`src/sv/extok_pkg.sv`:
```
// Shared types, constants and keyword tables for the expression tokenizer.
`timescale 1ns / 1ps
`default_nettype none

package extok_pkg;

  localparam int DEF_POSITION_BITS    = 16;
  localparam int DEF_MAX_TOKEN_LENGTH = 255;

  // at most three tokens per item: closed token, single character, end
  localparam int MAX_RESULTS = 3;
  localparam int RES_BITS    = $clog2(MAX_RESULTS + 1);
  localparam int KW_COUNT    = 3;

  typedef enum logic [3:0] {
    KIND_NUM        = 4'd0,
    KIND_IDENT      = 4'd1,
    KIND_FUNCTION   = 4'd2,
    KIND_PLOT       = 4'd3,
    KIND_DERIVATIVE = 4'd4,
    KIND_OP         = 4'd5,
    KIND_LPAREN     = 4'd6,
    KIND_RPAREN     = 4'd7,
    KIND_LBRACE     = 4'd8,
    KIND_RBRACE     = 4'd9,
    KIND_COMMA      = 4'd10,
    KIND_ASSIGN     = 4'd11,
    KIND_END        = 4'd12,
    KIND_BAD        = 4'd13
  } tok_kind_t;

  typedef enum logic [1:0] {
    MODE_IDLE  = 2'd0,
    MODE_NUM   = 2'd1,
    MODE_IDENT = 2'd2
  } scan_mode_t;

  // keyword index order matches the kind order from KIND_FUNCTION upwards
  localparam logic [1:0] KW_FUNCTION   = 2'd0;
  localparam logic [1:0] KW_PLOT       = 2'd1;
  localparam logic [1:0] KW_DERIVATIVE = 2'd2;

  typedef struct packed {
    tok_kind_t   kind;
    logic [15:0] start;
    logic [7:0]  length;
    logic [7:0]  tok_byte;
    logic        last;
  } token_t;

  typedef struct packed {
    token_t [MAX_RESULTS-1:0] tok;
    logic   [RES_BITS-1:0]    count;
  } scan_res_t;

  function automatic logic [3:0] kw_len(input logic [1:0] k);
    logic [3:0] len;
    unique case (k)
      KW_FUNCTION:   len = 4'd8;
      KW_PLOT:       len = 4'd4;
      KW_DERIVATIVE: len = 4'd10;
      default:       len = 4'd0;
    endcase
    return len;
  endfunction

  function automatic logic [7:0] kw_char(input logic [1:0] k, input logic [3:0] idx);
    logic [7:0] ch;
    ch = 8'h00;
    unique case (k)
      KW_FUNCTION: begin
        unique case (idx)
          4'd0: ch = "f";
          4'd1: ch = "u";
          4'd2: ch = "n";
          4'd3: ch = "c";
          4'd4: ch = "t";
          4'd5: ch = "i";
          4'd6: ch = "o";
          4'd7: ch = "n";
          default: ch = 8'h00;
        endcase
      end
      KW_PLOT: begin
        unique case (idx)
          4'd0: ch = "p";
          4'd1: ch = "l";
          4'd2: ch = "o";
          4'd3: ch = "t";
          default: ch = 8'h00;
        endcase
      end
      KW_DERIVATIVE: begin
        unique case (idx)
          4'd0: ch = "d";
          4'd1: ch = "e";
          4'd2: ch = "r";
          4'd3: ch = "i";
          4'd4: ch = "v";
          4'd5: ch = "a";
          4'd6: ch = "t";
          4'd7: ch = "i";
          4'd8: ch = "v";
          4'd9: ch = "e";
          default: ch = 8'h00;
        endcase
      end
      default: ch = 8'h00;
    endcase
    return ch;
  endfunction

  function automatic logic [KW_COUNT-1:0] hopes_first(input logic [7:0] c);
    logic [KW_COUNT-1:0] h;
    h = '0;
    for (int k = 0; k < KW_COUNT; k++) begin
      if (kw_char(2'(k), 4'd0) == c) h[k] = 1'b1;
    end
    return h;
  endfunction

  function automatic tok_kind_t single_kind(input logic [7:0] c);
    tok_kind_t kd;
    unique case (c)
      "+", "-", "*", "/": kd = KIND_OP;
      "(":                kd = KIND_LPAREN;
      ")":                kd = KIND_RPAREN;
      "{":                kd = KIND_LBRACE;
      "}":                kd = KIND_RBRACE;
      ",":                kd = KIND_COMMA;
      "=":                kd = KIND_ASSIGN;
      default:            kd = KIND_BAD;
    endcase
    return kd;
  endfunction

endpackage

`default_nettype wire

```
`src/sv/extok_if.sv`:
```
// Valid/ready channel interfaces for source characters and tokens.
`timescale 1ns / 1ps
`default_nettype none

interface extok_char_if;
  logic       valid;
  logic       ready;
  logic [7:0] char_byte;
  logic       byte_valid;
  logic       end_of_input;

  modport source (output valid, output char_byte, output byte_valid,
                  output end_of_input, input ready);
  modport sink   (input valid, input char_byte, input byte_valid,
                  input end_of_input, output ready);
endinterface

interface extok_token_if;
  logic        valid;
  logic        ready;
  logic [3:0]  token_kind;
  logic [15:0] token_start;
  logic [7:0]  token_length;
  logic [7:0]  token_byte;
  logic        last_of_run;

  modport source (output valid, output token_kind, output token_start,
                  output token_length, output token_byte, output last_of_run,
                  input ready);
  modport sink   (input valid, input token_kind, input token_start,
                  input token_length, input token_byte, input last_of_run,
                  output ready);
endinterface

`default_nettype wire

```
`src/sv/extok_scan.sv`:
```
// Scanner state and per-character classification into up to three tokens.
`timescale 1ns / 1ps
`default_nettype none

module extok_scan #(
  parameter int POSITION_BITS    = extok_pkg::DEF_POSITION_BITS,
  parameter int MAX_TOKEN_LENGTH = extok_pkg::DEF_MAX_TOKEN_LENGTH
) (
  input  wire logic                 clk,
  input  wire logic                 rst,
  input  wire logic                 take,
  input  wire logic [7:0]           char_byte,
  input  wire logic                 byte_valid,
  input  wire logic                 end_of_input,
  output extok_pkg::scan_res_t      res
);
  import extok_pkg::*;

  localparam int LEN_BITS = $clog2(MAX_TOKEN_LENGTH + 1);

  scan_mode_t            mode, mode_next;
  logic [POSITION_BITS-1:0] pos, pos_next;
  logic [POSITION_BITS-1:0] ost, ost_next;
  logic [LEN_BITS-1:0]   olen, olen_next;
  logic [KW_COUNT-1:0]   hopes, hopes_next;

  logic is_dig, is_let, is_spc;

  assign is_dig = (char_byte >= "0") && (char_byte <= "9");
  assign is_let = ((char_byte >= "a") && (char_byte <= "z")) ||
                  ((char_byte >= "A") && (char_byte <= "Z"));
  assign is_spc = (char_byte == " ") || ((char_byte >= 8'd9) && (char_byte <= 8'd13));

  function automatic logic [15:0] pos16(input logic [POSITION_BITS-1:0] p);
    logic [POSITION_BITS+15:0] w;
    w = {16'b0, p};
    return w[15:0];
  endfunction

  function automatic logic [7:0] len8(input logic [LEN_BITS-1:0] l);
    logic [LEN_BITS+7:0] w;
    w = {8'b0, l};
    return w[7:0];
  endfunction

  function automatic token_t close_tok(input scan_mode_t m,
                                       input logic [POSITION_BITS-1:0] st,
                                       input logic [LEN_BITS-1:0] ln,
                                       input logic [KW_COUNT-1:0] hp);
    token_t t;
    t.kind     = KIND_NUM;
    t.start    = pos16(st);
    t.length   = len8(ln);
    t.tok_byte = 8'h00;
    t.last     = 1'b0;
    if (m == MODE_IDENT) begin
      if (hp[KW_FUNCTION] && ln == LEN_BITS'(kw_len(KW_FUNCTION)))
        t.kind = KIND_FUNCTION;
      else if (hp[KW_PLOT] && ln == LEN_BITS'(kw_len(KW_PLOT)))
        t.kind = KIND_PLOT;
      else if (hp[KW_DERIVATIVE] && ln == LEN_BITS'(kw_len(KW_DERIVATIVE)))
        t.kind = KIND_DERIVATIVE;
      else
        t.kind = KIND_IDENT;
    end
    return t;
  endfunction

  always_comb begin
    token_t [MAX_RESULTS-1:0] slot;
    logic   [RES_BITS-1:0]    n;
    tok_kind_t                sk;

    mode_next  = mode;
    pos_next   = pos;
    ost_next   = ost;
    olen_next  = olen;
    hopes_next = hopes;
    slot       = '0;
    n          = '0;
    sk         = single_kind(char_byte);

    if (byte_valid) begin
      if ((is_dig && mode != MODE_IDLE) || (is_let && mode == MODE_IDENT)) begin
        // extend the open token; drop keyword hopes that no longer match
        if (mode == MODE_IDENT) begin
          for (int k = 0; k < KW_COUNT; k++) begin
            if (hopes[k] && ((olen >= LEN_BITS'(kw_len(2'(k)))) ||
                             (kw_char(2'(k), olen[3:0]) != char_byte)))
              hopes_next[k] = 1'b0;
          end
        end
        if (olen < LEN_BITS'(MAX_TOKEN_LENGTH)) olen_next = olen + 1'b1;
      end else begin
        if (mode != MODE_IDLE) begin
          slot[n] = close_tok(mode, ost, olen, hopes);
          n = n + 1'b1;
        end
        mode_next  = MODE_IDLE;
        olen_next  = '0;
        hopes_next = '0;
        if (is_dig) begin
          mode_next = MODE_NUM;
          ost_next  = pos;
          olen_next = LEN_BITS'(1);
        end else if (is_let) begin
          mode_next  = MODE_IDENT;
          ost_next   = pos;
          olen_next  = LEN_BITS'(1);
          hopes_next = hopes_first(char_byte);
        end else if (!is_spc) begin
          slot[n].kind     = sk;
          slot[n].start    = pos16(pos);
          slot[n].length   = 8'd1;
          slot[n].tok_byte = ((sk == KIND_OP) || (sk == KIND_BAD)) ? char_byte : 8'h00;
          n = n + 1'b1;
        end
      end
      pos_next = pos + 1'b1;
    end

    if (end_of_input) begin
      if (mode_next != MODE_IDLE) begin
        slot[n] = close_tok(mode_next, ost_next, olen_next, hopes_next);
        n = n + 1'b1;
      end
      slot[n].kind     = KIND_END;
      slot[n].start    = pos16(pos_next);
      slot[n].length   = 8'd0;
      slot[n].tok_byte = 8'h00;
      n = n + 1'b1;
      mode_next  = MODE_IDLE;
      pos_next   = '0;
      ost_next   = '0;
      olen_next  = '0;
      hopes_next = '0;
    end

    for (int i = 0; i < MAX_RESULTS; i++) begin
      slot[i].last = (n != '0) && (RES_BITS'(i) == n - 1'b1);
    end

    res.tok   = slot;
    res.count = n;
  end

  always_ff @(posedge clk) begin
    if (rst) begin
      mode  <= MODE_IDLE;
      pos   <= '0;
      ost   <= '0;
      olen  <= '0;
      hopes <= '0;
    end else if (take) begin
      mode  <= mode_next;
      pos   <= pos_next;
      ost   <= ost_next;
      olen  <= olen_next;
      hopes <= hopes_next;
    end
  end

endmodule

`default_nettype wire

```
`src/sv/expression_tokenizer.sv`:
```
// Top level of the expression tokenizer: scanner plus token result queue.
`timescale 1ns / 1ps
`default_nettype none

// Streams source text in one ASCII character per item and gives tokens out
// one per item: numbers, identifiers, the keywords function, plot and
// derivative, operators, brackets, comma, '=' and unexpected characters,
// each as kind, start position, saturated length and character. Whitespace
// is dropped. An item with end_of_input set flushes any open token, then
// gives the end token and returns the scanner to position zero. The last
// token caused by an item carries last_of_run. Classification and scanner
// update are combinational and sit between the scanner state registers and
// a four-entry token queue. Each token leaves through the single output
// port in its own cycle; the input is taken while the queue holds at most
// one token, so a waiting token never blocks the next character.
module expression_tokenizer #(
  parameter int POSITION_BITS    = extok_pkg::DEF_POSITION_BITS,
  parameter int MAX_TOKEN_LENGTH = extok_pkg::DEF_MAX_TOKEN_LENGTH
) (
  input wire logic      clk,
  input wire logic      rst,
  extok_char_if.sink    chars,
  extok_token_if.source tokens
);
  import extok_pkg::*;

  localparam int QUEUE_DEPTH = 4;
  localparam int PTR_BITS    = $clog2(QUEUE_DEPTH);
  localparam int CNT_BITS    = $clog2(QUEUE_DEPTH + 1);

  scan_res_t           res;
  logic                take;
  logic                pop;
  token_t              queue [QUEUE_DEPTH];
  logic [PTR_BITS-1:0] wr_ptr, rd_ptr;
  logic [CNT_BITS-1:0] count, count_next;
  token_t              head;

  // take a character only while the queue has room for a full run of tokens
  assign chars.ready = (count <= CNT_BITS'(QUEUE_DEPTH - MAX_RESULTS));
  assign take        = chars.valid && chars.ready;
  assign pop         = tokens.valid && tokens.ready;

  extok_scan #(
    .POSITION_BITS    (POSITION_BITS),
    .MAX_TOKEN_LENGTH (MAX_TOKEN_LENGTH)
  ) u_scan (
    .clk          (clk),
    .rst          (rst),
    .take         (take),
    .char_byte    (chars.char_byte),
    .byte_valid   (chars.byte_valid),
    .end_of_input (chars.end_of_input),
    .res          (res)
  );

  // push every token of the accepted item in one go, in emission order
  always_ff @(posedge clk) begin
    if (take) begin
      for (int i = 0; i < MAX_RESULTS; i++) begin
        if (RES_BITS'(i) < res.count) queue[wr_ptr + PTR_BITS'(i)] <= res.tok[i];
      end
    end
  end

  always_comb begin
    count_next = count;
    if (take) count_next = count_next + CNT_BITS'(res.count);
    if (pop)  count_next = count_next - 1'b1;
  end

  always_ff @(posedge clk) begin
    if (rst) begin
      wr_ptr <= '0;
      rd_ptr <= '0;
      count  <= '0;
    end else begin
      if (take) wr_ptr <= wr_ptr + PTR_BITS'(res.count);
      if (pop)  rd_ptr <= rd_ptr + 1'b1;
      count <= count_next;
    end
  end

  // present the oldest queued token
  assign head                = queue[rd_ptr];
  assign tokens.valid        = (count != '0);
  assign tokens.token_kind   = head.kind;
  assign tokens.token_start  = head.start;
  assign tokens.token_length = head.length;
  assign tokens.token_byte   = head.tok_byte;
  assign tokens.last_of_run  = head.last;

endmodule

`default_nettype wire
```
`src/flat_wrapper.sv`:
```
// flat-port wrapper written by rule: the top's interface ports become plain ports
module expression_tokenizer_flat import extok_pkg::*;
#(
  parameter int POSITION_BITS    = extok_pkg::DEF_POSITION_BITS,
  parameter int MAX_TOKEN_LENGTH = extok_pkg::DEF_MAX_TOKEN_LENGTH
)
  (clk, rst, chars_valid, chars_char_byte, chars_byte_valid, chars_end_of_input, chars_ready, tokens_valid, tokens_token_kind, tokens_token_start, tokens_token_length, tokens_token_byte, tokens_last_of_run, tokens_ready);
  extok_char_if chars_i ();
  extok_token_if tokens_i ();
  input wire logic clk;
  input wire logic rst;
  input wire logic [$bits(chars_i.valid)-1:0] chars_valid;
  input wire logic [$bits(chars_i.char_byte)-1:0] chars_char_byte;
  input wire logic [$bits(chars_i.byte_valid)-1:0] chars_byte_valid;
  input wire logic [$bits(chars_i.end_of_input)-1:0] chars_end_of_input;
  output wire logic [$bits(chars_i.ready)-1:0] chars_ready;
  output wire logic [$bits(tokens_i.valid)-1:0] tokens_valid;
  output wire logic [$bits(tokens_i.token_kind)-1:0] tokens_token_kind;
  output wire logic [$bits(tokens_i.token_start)-1:0] tokens_token_start;
  output wire logic [$bits(tokens_i.token_length)-1:0] tokens_token_length;
  output wire logic [$bits(tokens_i.token_byte)-1:0] tokens_token_byte;
  output wire logic [$bits(tokens_i.last_of_run)-1:0] tokens_last_of_run;
  input wire logic [$bits(tokens_i.ready)-1:0] tokens_ready;
  assign chars_i.valid = chars_valid;
  assign chars_i.char_byte = chars_char_byte;
  assign chars_i.byte_valid = chars_byte_valid;
  assign chars_i.end_of_input = chars_end_of_input;
  assign chars_ready = chars_i.ready;
  assign tokens_valid = tokens_i.valid;
  assign tokens_token_kind = tokens_i.token_kind;
  assign tokens_token_start = tokens_i.token_start;
  assign tokens_token_length = tokens_i.token_length;
  assign tokens_token_byte = tokens_i.token_byte;
  assign tokens_last_of_run = tokens_i.last_of_run;
  assign tokens_i.ready = tokens_ready;
  expression_tokenizer #(.POSITION_BITS(POSITION_BITS), .MAX_TOKEN_LENGTH(MAX_TOKEN_LENGTH)) u_core (.clk(clk), .rst(rst), .chars(chars_i), .tokens(tokens_i));
endmodule
```
`config.mk`:
```
export PLATFORM = sky130hd
export DESIGN_NAME = expression_tokenizer_flat
export DESIGN_NICKNAME = d
export VERILOG_FILES = /design/src/sv/extok_pkg.sv /design/src/sv/extok_if.sv /design/src/sv/extok_scan.sv /design/src/sv/expression_tokenizer.sv /design/src/flat_wrapper.sv
export SDC_FILE = /design/constraint.sdc
export NUM_CORES = 1
export LEC_CHECK = 0
export ABC_CLOCK_PERIOD_IN_PS = 8450
export BUFFER_PORTS_ARGS = -buffer_cell sky130_fd_sc_hd__buf_2
export CORE_UTILIZATION = 40
export CTS_CLUSTER_DIAMETER = 150
export DETAILED_ROUTE_END_ITERATION = 6
export GPL_ROUTABILITY_DRIVEN = 0
export MAX_ROUTING_LAYER = met4
export RECOVER_POWER = 100
export SYNTH_ARGS = -nofsm -noshare
export SYNTH_HDL_FRONTEND = slang
export SYNTH_SLANG_ARGS = --single-unit
```
`constraint.sdc`:
```
create_clock -name clk -period 8.45 [get_ports clk]
set_input_delay 0 -clock clk [delete_from_list [all_inputs] [get_ports clk]]
set_output_delay 0 -clock clk [all_outputs]
set_load 0.01 [all_outputs]
```
==> out/qor.yml, run 1 <==
clock_sinks: 213
critPathMostFrequentCell: "nand2_1"
io_buffer_count: 52
yosysTopAreaCell: "edfxtp_1"
hold_buffers: 4
swShare_pct: 31.99
row_count: 66
endpoint_kind: "flip-flop"
slowest_delay_ns: 1.47
wl_um: 42900
grt_pass1_wl_um: 65580
avgSynthCellArea_um2: 9.711
min_path_type: "primary input to flip-flop"
power_density_nw_per_um2: 222.2
drive_above_1_share_pct: 9.037
fin_nets: 1368
critPathLaunchType: "primary input"
ios: 53
synth.yosys.warnings: 0
cts_buffers: 24
path_cells: "dlygate4sd3_1 > clkbuf_1 > or3_1 > nor4b_1 > a21o_1 > inv_1 > ha_1 > nand2_1 > nand2_1 > nand2_1 > ha_1 > nor3_1 > or2_2 > ha_1 > nand2b_1 > o21a_1 > nor3_1 > nand2_1 > nand2_1 > o21ai_0"
vdd_drop_max_mv: 0.1253
start_util_pct: 40.62
final_cell_area_um2: 14360
clk_pin_slew_ns: 0.06
cts.htree.levels: 1
synth_area_leaders: "edfxtp_1 (34%), dfxtp_1 (9.8%), mux4_2 (6.3%), nand2_1 (4.4%), a22oi_1 (3.7%)"
post_cts_buffers: 0
wl_per_cell_um: 23.92
die_h_um: 183.8
final_core_util_pct: 44.13
synth-seq-area-share_pct: 43.47
die_x_um: 183.8
cap_violations: 8
p_seq_share_pct: 40.2
yosys.area.top_type_share_pct: 33.63
critical_path_required_ns: 8.66
drt_iter0_markers: 1479
grt.total_usage_pct: 26.05
dieArea_um2: 33770
synth_edf_count: 148
finClkSkew_ns: 0.01084
syn_to_final_growth_pct: 8.634
ys_types: 89
drc: 0
vias: 11534
outcome: "complete, but fails checks"
synth_area_um2: 13220
p_switching_mw: 1.021
fill_cells: 3139
tns_ns: 0
slew_viol_final: 250
insertion_delay_ns: 0.52
async_flop_share_pct: 0
dp_hpwl_um: 29420
hold_viol: 0
synth_common_cells: "nand2_1 (155), edfxtp_1 (148), nor2_1 (131), clkbuf_1 (83), o21ai_0 (77)"
setup_viol: 0
coreArea_um2: 32540
cpMaxStageDelayCell: "nor3_1"
cts_resized: 0
critPathKind: "primary input to flip-flop"
crit_arrival_ns: 7.28
rsz0062_at_grt: "false"
via_per_inst: 6.433
grt_pass1_vias: 10732
final.period_utilization_pct: 83.64
clock_path_buffers: 3
syn-num-nets: 1397
yosysMostFrequentCell: "nand2_1"
crit_path_max_fanout: 15
ys.flop_type: "edfxtp_1"
cp_top_family: "simple AND/OR/NAND/NOR gates"
path_buf_inv: 3
dpl_cell_area_um2: 13640
cts_root_buffer: "clkbuf_16"
p_int_mw: 2.170
drtAntennaViolNets: 0
max_freq_ghz: 0.1415
yosys_register_bits: 213
synthCells: 1361
first_pass_iters: 6
p_comb_share_pct: 26.6
p_leak_nw: 4.587
cts_tree: "built"
relSlewSlack_pct: -122.1
grt_max_degree: 62
antenna_found_initial: 1
period_needed_ns: 7.067
grt_overflow_total: 0
clkPwrFrac_pct: 33.2
tightest_slew_ns: 3.332
violations: "capacitance limit, slew limit"
==> cells by family (layout without fill, tap and decap cells) <==
group / count (synthesis) / count (layout) / share of synthesized area [%]
compound gates: 406 / 406 / 21.84
flops: 213 / 213 / 43.47
buf+inv: 150 / 139 / 4.809
simple gates: 482 / 482 / 17.83
xor+xnor: 32 / 32 / 2.121
other cells: 0 / 1 / 0
mux: 55 / 55 / 7.716
fa+ha+maj: 23 / 23 / 2.215
==> worst reg2reg max path: cells and delay by family, from the launching register on <==
kind,cells,cell delay [ns]
flops,1,0.42
fa+ha+maj,3,1.04
simple gates,10,4.19
buf+inv,1,0.31
compound gates,2,0.56
==> cell usage in the layout, fill, tap and decap left out, drive strengths merged, types with 6 or more instances in the layout <==
cell type,synthesis,routed
xnor2,24,24
and3,17,17
o22ai,34,34
edfxtp,148,148
a31oi,9,9
nand3,23,23
a211oi,7,7
o221ai,57,57
a21oi,56,56
clkinv,0,12
o21ai,81,81
o31ai,12,12
a222oi,7,7
a22o,6,6
nor3,23,23
inv,24,25
mux4,37,37
clkbuf,84,75
nor2,134,134
a221o,13,13
buf,42,19
nand2,156,156
or2,6,6
o211ai,14,14
or3,15,15
dfxtp,65,65
a32o,7,7
a22oi,66,66
mux2i,13,13
nor4,8,8
nand4,9,9
xor2,8,8
and2,44,44
ha,21,21
nor2b,15,15
==> per-stage QoR <==
stage | worst slack [ns] | cells | total power [mW] | hold slack (ns)
2_1_floorplan | 2.130 | 1361 | 1.873 | 0.1856
3_3_place_gp | 2.785 | 1744 | 2.163 | 0.3224
3_5_place_dp | 2.678 | 1744 | 2.170 | 0.3301
4_1_cts | 2.803 | 1792 | 3.224 | 0.004397
5_1_grt | 1.122 | 1793 | 3.329 | 0.05165
6_report | 1.383 | 1793 | 3.191 | 0.01468
==> final timing paths <==
path	start	endpoint	slack [ns]	depth (start not counted)
worst min-delay path	chars_char_byte[6]	u_core.queue[1][7]	0.01	2
worst max register to register	u_core.u_scan.mode[0]	u_core.queue[1][29]	1.60	16
worst min register to register	u_core.u_scan.hopes[2]	u_core.u_scan.hopes[2]	0.54	2
worst max-delay path	chars_char_byte[7]	u_core.queue[1][29]	1.38	20
==> cell type report <==
cell class              instances  area (µm²)  share of cell area, %
diodes                          1       2.502                0.01743
clock buffers                  27       633.1                  4.410
clock inverters                17       165.2                  1.150
inverters                      24       90.09                 0.6275
multi-input cells             998        6835                  47.61
flip-flops and latches        213        5748                  40.03
well taps                     442       553.0                  3.852
repair buffers                 71       330.3                  2.301
==> registers in the layout, summed over array words and instances, names as in the netlist, named ones only <==
| signal | cells |
|---|---|
| u_core.u_scan.olen | 8 |
| u_core.count | 3 |
| u_core.queue | 148 |
| u_core.wr_ptr | 2 |
| u_core.u_scan.mode | 2 |
| u_core.u_scan.ost | 16 |
| u_core.u_scan.hopes | 3 |
| u_core.u_scan.pos | 16 |
| u_core.rd_ptr | 2 |
==> metal layers <==
metal / track usage [%] / part of all wire (%) / vias up
li1: - / - / 5152
met4: 7.033 / 3.0 / 0
met2: 38.52 / 43 / 702
met3: 4.576 / 11 / 104
met1: 36.61 / 43 / 5576
met5: - / 0 / -
==> power groups by stage <==
| stage | combinational [mW] | sequential [mW] | clock [mW] |
|---|---|---|---|
| 6_report | 0.849 | 1.28 | 1.06 |
| 5_1_grt | 0.924 | 1.29 | 1.11 |
| 4_1_cts | 0.872 | 1.28 | 1.07 |
| 3_5_place_dp | 0.868 | 1.30 | 0 |
| 3_3_place_gp | 0.865 | 1.30 | 0 |
| 2_1_floorplan | 0.598 | 1.28 | 0 |
Power figures use the tool's default switching activity.
==> run 2, diff against run 1 <==
--- a/config.mk
+++ b/config.mk
@@ -5,7 +5,8 @@
 export SDC_FILE = /design/constraint.sdc
 export NUM_CORES = 1
 export LEC_CHECK = 0
-export ABC_CLOCK_PERIOD_IN_PS = 8450
+export ABC_AREA = 1
+export ABC_CLOCK_PERIOD_IN_PS = 5850
 export BUFFER_PORTS_ARGS = -buffer_cell sky130_fd_sc_hd__buf_2
 export CORE_UTILIZATION = 40
 export CTS_CLUSTER_DIAMETER = 150
==> constraint.sdc (replaced) <==
create_clock -name clk -period 5.85 [get_ports clk]
set_input_delay 0 -clock clk [delete_from_list [all_inputs] [get_ports clk]]
set_output_delay 0 -clock clk [all_outputs]
set_load 0.01 [all_outputs]
==> run 2 against run 1 <==
Compared with the run above: the run still ends with capacitance limit, slew limit left; clock skew is 0.014 ns higher; hold slack better by 0.012 ns; via count is 16% higher; cell count is 31% higher; core utilization is 0.16 points higher; sequential share of layout area is 1.6 points lower; critical path type is now flip-flop to flip-flop; largest power group unchanged.
==> out/qor.yml, run 2 <==
grt.total_usage_pct: 26.64  # +0.59 points
grt_max_degree: 47  # -24%
finClkSkew_ns: 0.02483  # +0.01399 ns
grt_pass1_wl_um: 71870  # +9.6%
synth_edf_count: 148  # unchanged
synth_area_um2: 13810  # +4.5%
critical_path_required_ns: 6.06  # -2.60 ns
async_flop_share_pct: 0  # unchanged
antenna_found_initial: 0  # -1
max_freq_ghz: 0.1908
start_util_pct: 40.87  # +0.25 points
cts_buffers: 25  # +4.2%
yosys_register_bits: 213  # unchanged
place_inst: 2299  # +32%
power.total_mw: 5.041  # +58%
min_from: "rst"
p_leak_nw: 5.806  # +27%
drive_above_1_share_pct: 7.493  # -1.5 points
drc: 0  # unchanged
vias: 13423  # +16%
io_buffer_count: 52  # unchanged
cts.htree.levels: 1  # unchanged
yosysTopAreaCell: "edfxtp_1"
cap_violations: 3  # -5
diodes: 0  # -1
critPathKind: "flip-flop to flip-flop"
clock_sinks: 213  # unchanged
final.period_utilization_pct: 89.57
hold_viol: 0  # unchanged
mostFrequentLayoutCell: "nand2_1"
drt_iter0_markers: 1585  # +7.2%
synth-seq-area-share_pct: 41.61  # -1.9 points
power_density_nw_per_um2: 336.9  # +52%
period_needed_ns: 5.240
syn-num-nets: 1911  # +37%
fin_nets: 1915  # +40%
wl_per_cell_um: 19.62  # -18%
synthCells: 1875  # +38%
crit_path_max_fanout: 27  # +12
setup_viol: 0  # unchanged
vdd_drop_max_mv: 0.2185  # +74%
endpoint_kind: "flip-flop"
relSlewSlack_pct: -33.83  # +88 points
insertion_delay_ns: 0.53  # about the same
yosysMostFrequentCell: "nand2_1"
tightest_slew_ns: 2.007  # -1.325 ns
ys.flop_type: "edfxtp_1"
top_register: "u_core.queue"
dieArea_um2: 35270  # +4.4%
crit_arrival_ns: 5.45  # -1.83 ns
fill_cells: 3429  # +9.2%
rsz0062_at_grt: "false"
ios: 53  # unchanged
clock_path_buffers: 3  # unchanged
dp_hpwl_um: 33380  # +13%
largest_register_ffs: 148  # unchanged
synth_common_cells: "nand2_1 (546), o21ai_0 (172), nor2_1 (170), nand3_1 (152), inv_1 (150)"
wl_um: 45970  # +7.2%
final_cells: 2343  # +31%
clk_pin_slew_ns: 0.06  # about the same
violations: "capacitance limit, slew limit"
die_h_um: 187.8  # +2.2%
grt_overflow_total: 0  # unchanged
synth.yosys.warnings: 0  # unchanged
via_per_inst: 5.729  # -11%
grt_pass1_vias: 12408  # +16%
critPathLaunchType: "flip-flop"
die_x_um: 187.8  # +2.2%
avgSynthCellArea_um2: 7.364  # -24%
crit_path_start: "u_core.u_scan.mode[0]"
outcome: "complete, but fails checks"
top_regs: "u_core.queue: 148 flops, u_core.u_scan.ost: 16 flops, u_core.u_scan.pos: 16 flops"
yosys.area.top_type_share_pct: 32.19  # -1.4 points
cts_tree: "built"
syn_to_final_growth_pct: 8.373
min_path_type: "primary input to flip-flop"
r2r_start: "u_core.u_scan.mode[0]"
cts_root_buffer: "clkbuf_16"
synth_area_leaders: "edfxtp_1 (32%), nand2_1 (15%), dfxtp_1 (9.4%), o21ai_0 (6.2%), nand3_1 (5.5%)"
slew_viol_final: 112  # -55%
tns_ns: 0  # unchanged
ys_types: 51  # -43%
drtAntennaViolNets: 0  # unchanged
first_pass_iters: 5  # -1
row_count: 67  # +1.5%
coreArea_um2: 33780  # +3.8%
mostFrequentLayoutCells: "nand2_1 (549), o21ai_0 (170), nor2_1 (169), nand3_1 (153), inv_1 (153)"
==> run 2: changes by cell type after synthesis, moves of 37 or more <==
cell      before  now
o21ai_0       77  172
a22oi_1       66    9
o221ai_1      56    7
o22ai_1       34   96
nand2_1      155  546
nand3_1       23  152
mux4_2        37    0
inv_1         23  150
nor2_1       131  170
and2_1        43    1
==> run 2: kinds of logic after synthesis <==
kind of cell / share of synthesized area (%)
simple gates: 30.14
compound gates: 16.90
buf+inv: 8.455
flops: 41.61
fa+ha+maj: 2.048
xor+xnor: 0.6978
mux: 0.1450
==> run 2: cell type report <==
| cell class | instances | area, µm² | share of cell area (%) |
|---|---|---|---|
| Inverter | 178 | 668.1 | 4.465 |
| Sequential cell | 213 | 5747 | 38.41 |
| Clock inverter | 10 | 110.1 | 0.7359 |
| Multi-Input combinational cell | 1388 | 6850 | 45.78 |
| Clock buffer | 33 | 675.6 | 4.515 |
| Timing Repair Buffer | 73 | 351.6 | 2.350 |
| Tap cell | 448 | 560.5 | 3.746 |
==> run 2: where the power goes <==
| part | leakage (nW) | internal [mW] | total (mW) | switching [mW] |
|---|---|---|---|---|
| combinational | 3.52 | 0.399 | 1.57 | 1.17 |
| clock | 0.376 | 0.896 | 1.51 | 0.619 |
| sequential | 1.91 | 1.88 | 1.96 | 0.0722 |
| total | 5.81 | 3.18 | 5.04 | 1.86 |
==> run 2: repair_timing <==
item | in CTS | in global routing
setup buffers | 0 | 0
gates resized for setup | 0 | 0
endpoints found under the hold margin | 5 | 0
hold buffers | 1 | 0
==> run 2: final timing paths <==
check | endpoint | slack [ns] | cells past startpoint
setup reg to reg | u_core.queue[2][17] | 0.61 | 17
hold / removal | u_core.u_scan.pos[0] | 0.03 | 3
setup / recovery | u_core.queue[2][17] | 0.61 | 17
hold reg to reg | u_core.u_scan.ost[8] | 0.46 | 2
==> run 2: metrics by stage <==
| step | hold WS, ns | cell area, µm² | setup slack, ns | utilization (%) |
|---|---|---|---|---|
| final | 0.02700 | 14960 | 0.6099 | 44.29 |
| after global routing | 0.05550 | 14960 | 0.3525 | 44.29 |
| after CTS | 0.01514 | 15120 | 1.003 | 44.77 |
| after detailed placement | 0.3903 | 14330 | 0.8210 | 42.41 |
| after global placement | 0.3781 | 14330 | 0.9287 | 42.41 |
| after floorplan | 0.2368 | 13810 | 0.3028 | - |
==> run 2: worst max-delay path: stages, from the launching register on <==
cell     delay [ns]
dfxtp_1        0.38
nor2_4         0.24
inv_2          0.11
ha_1           0.28
or2_0          0.12
nand2_2        0.11
ha_1           0.29
nor2_1         0.04
or2_2          0.28
ha_1           0.33
o21ai_4        0.24
nand2_4        0.14
nor2_4         0.34
inv_1          0.29
nand2_1        0.50
inv_2          0.37
o21ai_4        0.48
buf_4          0.35
==> run 2: layer usage <==
metal,wire length [µm],GRT usage [%],vias to the layer above
li1,-,-,6363
met1,20620,38.47,6295
met2,19780,39.15,689
met3,4532,3.481,76
met4,1032,6.692,0
met5,0,-,-
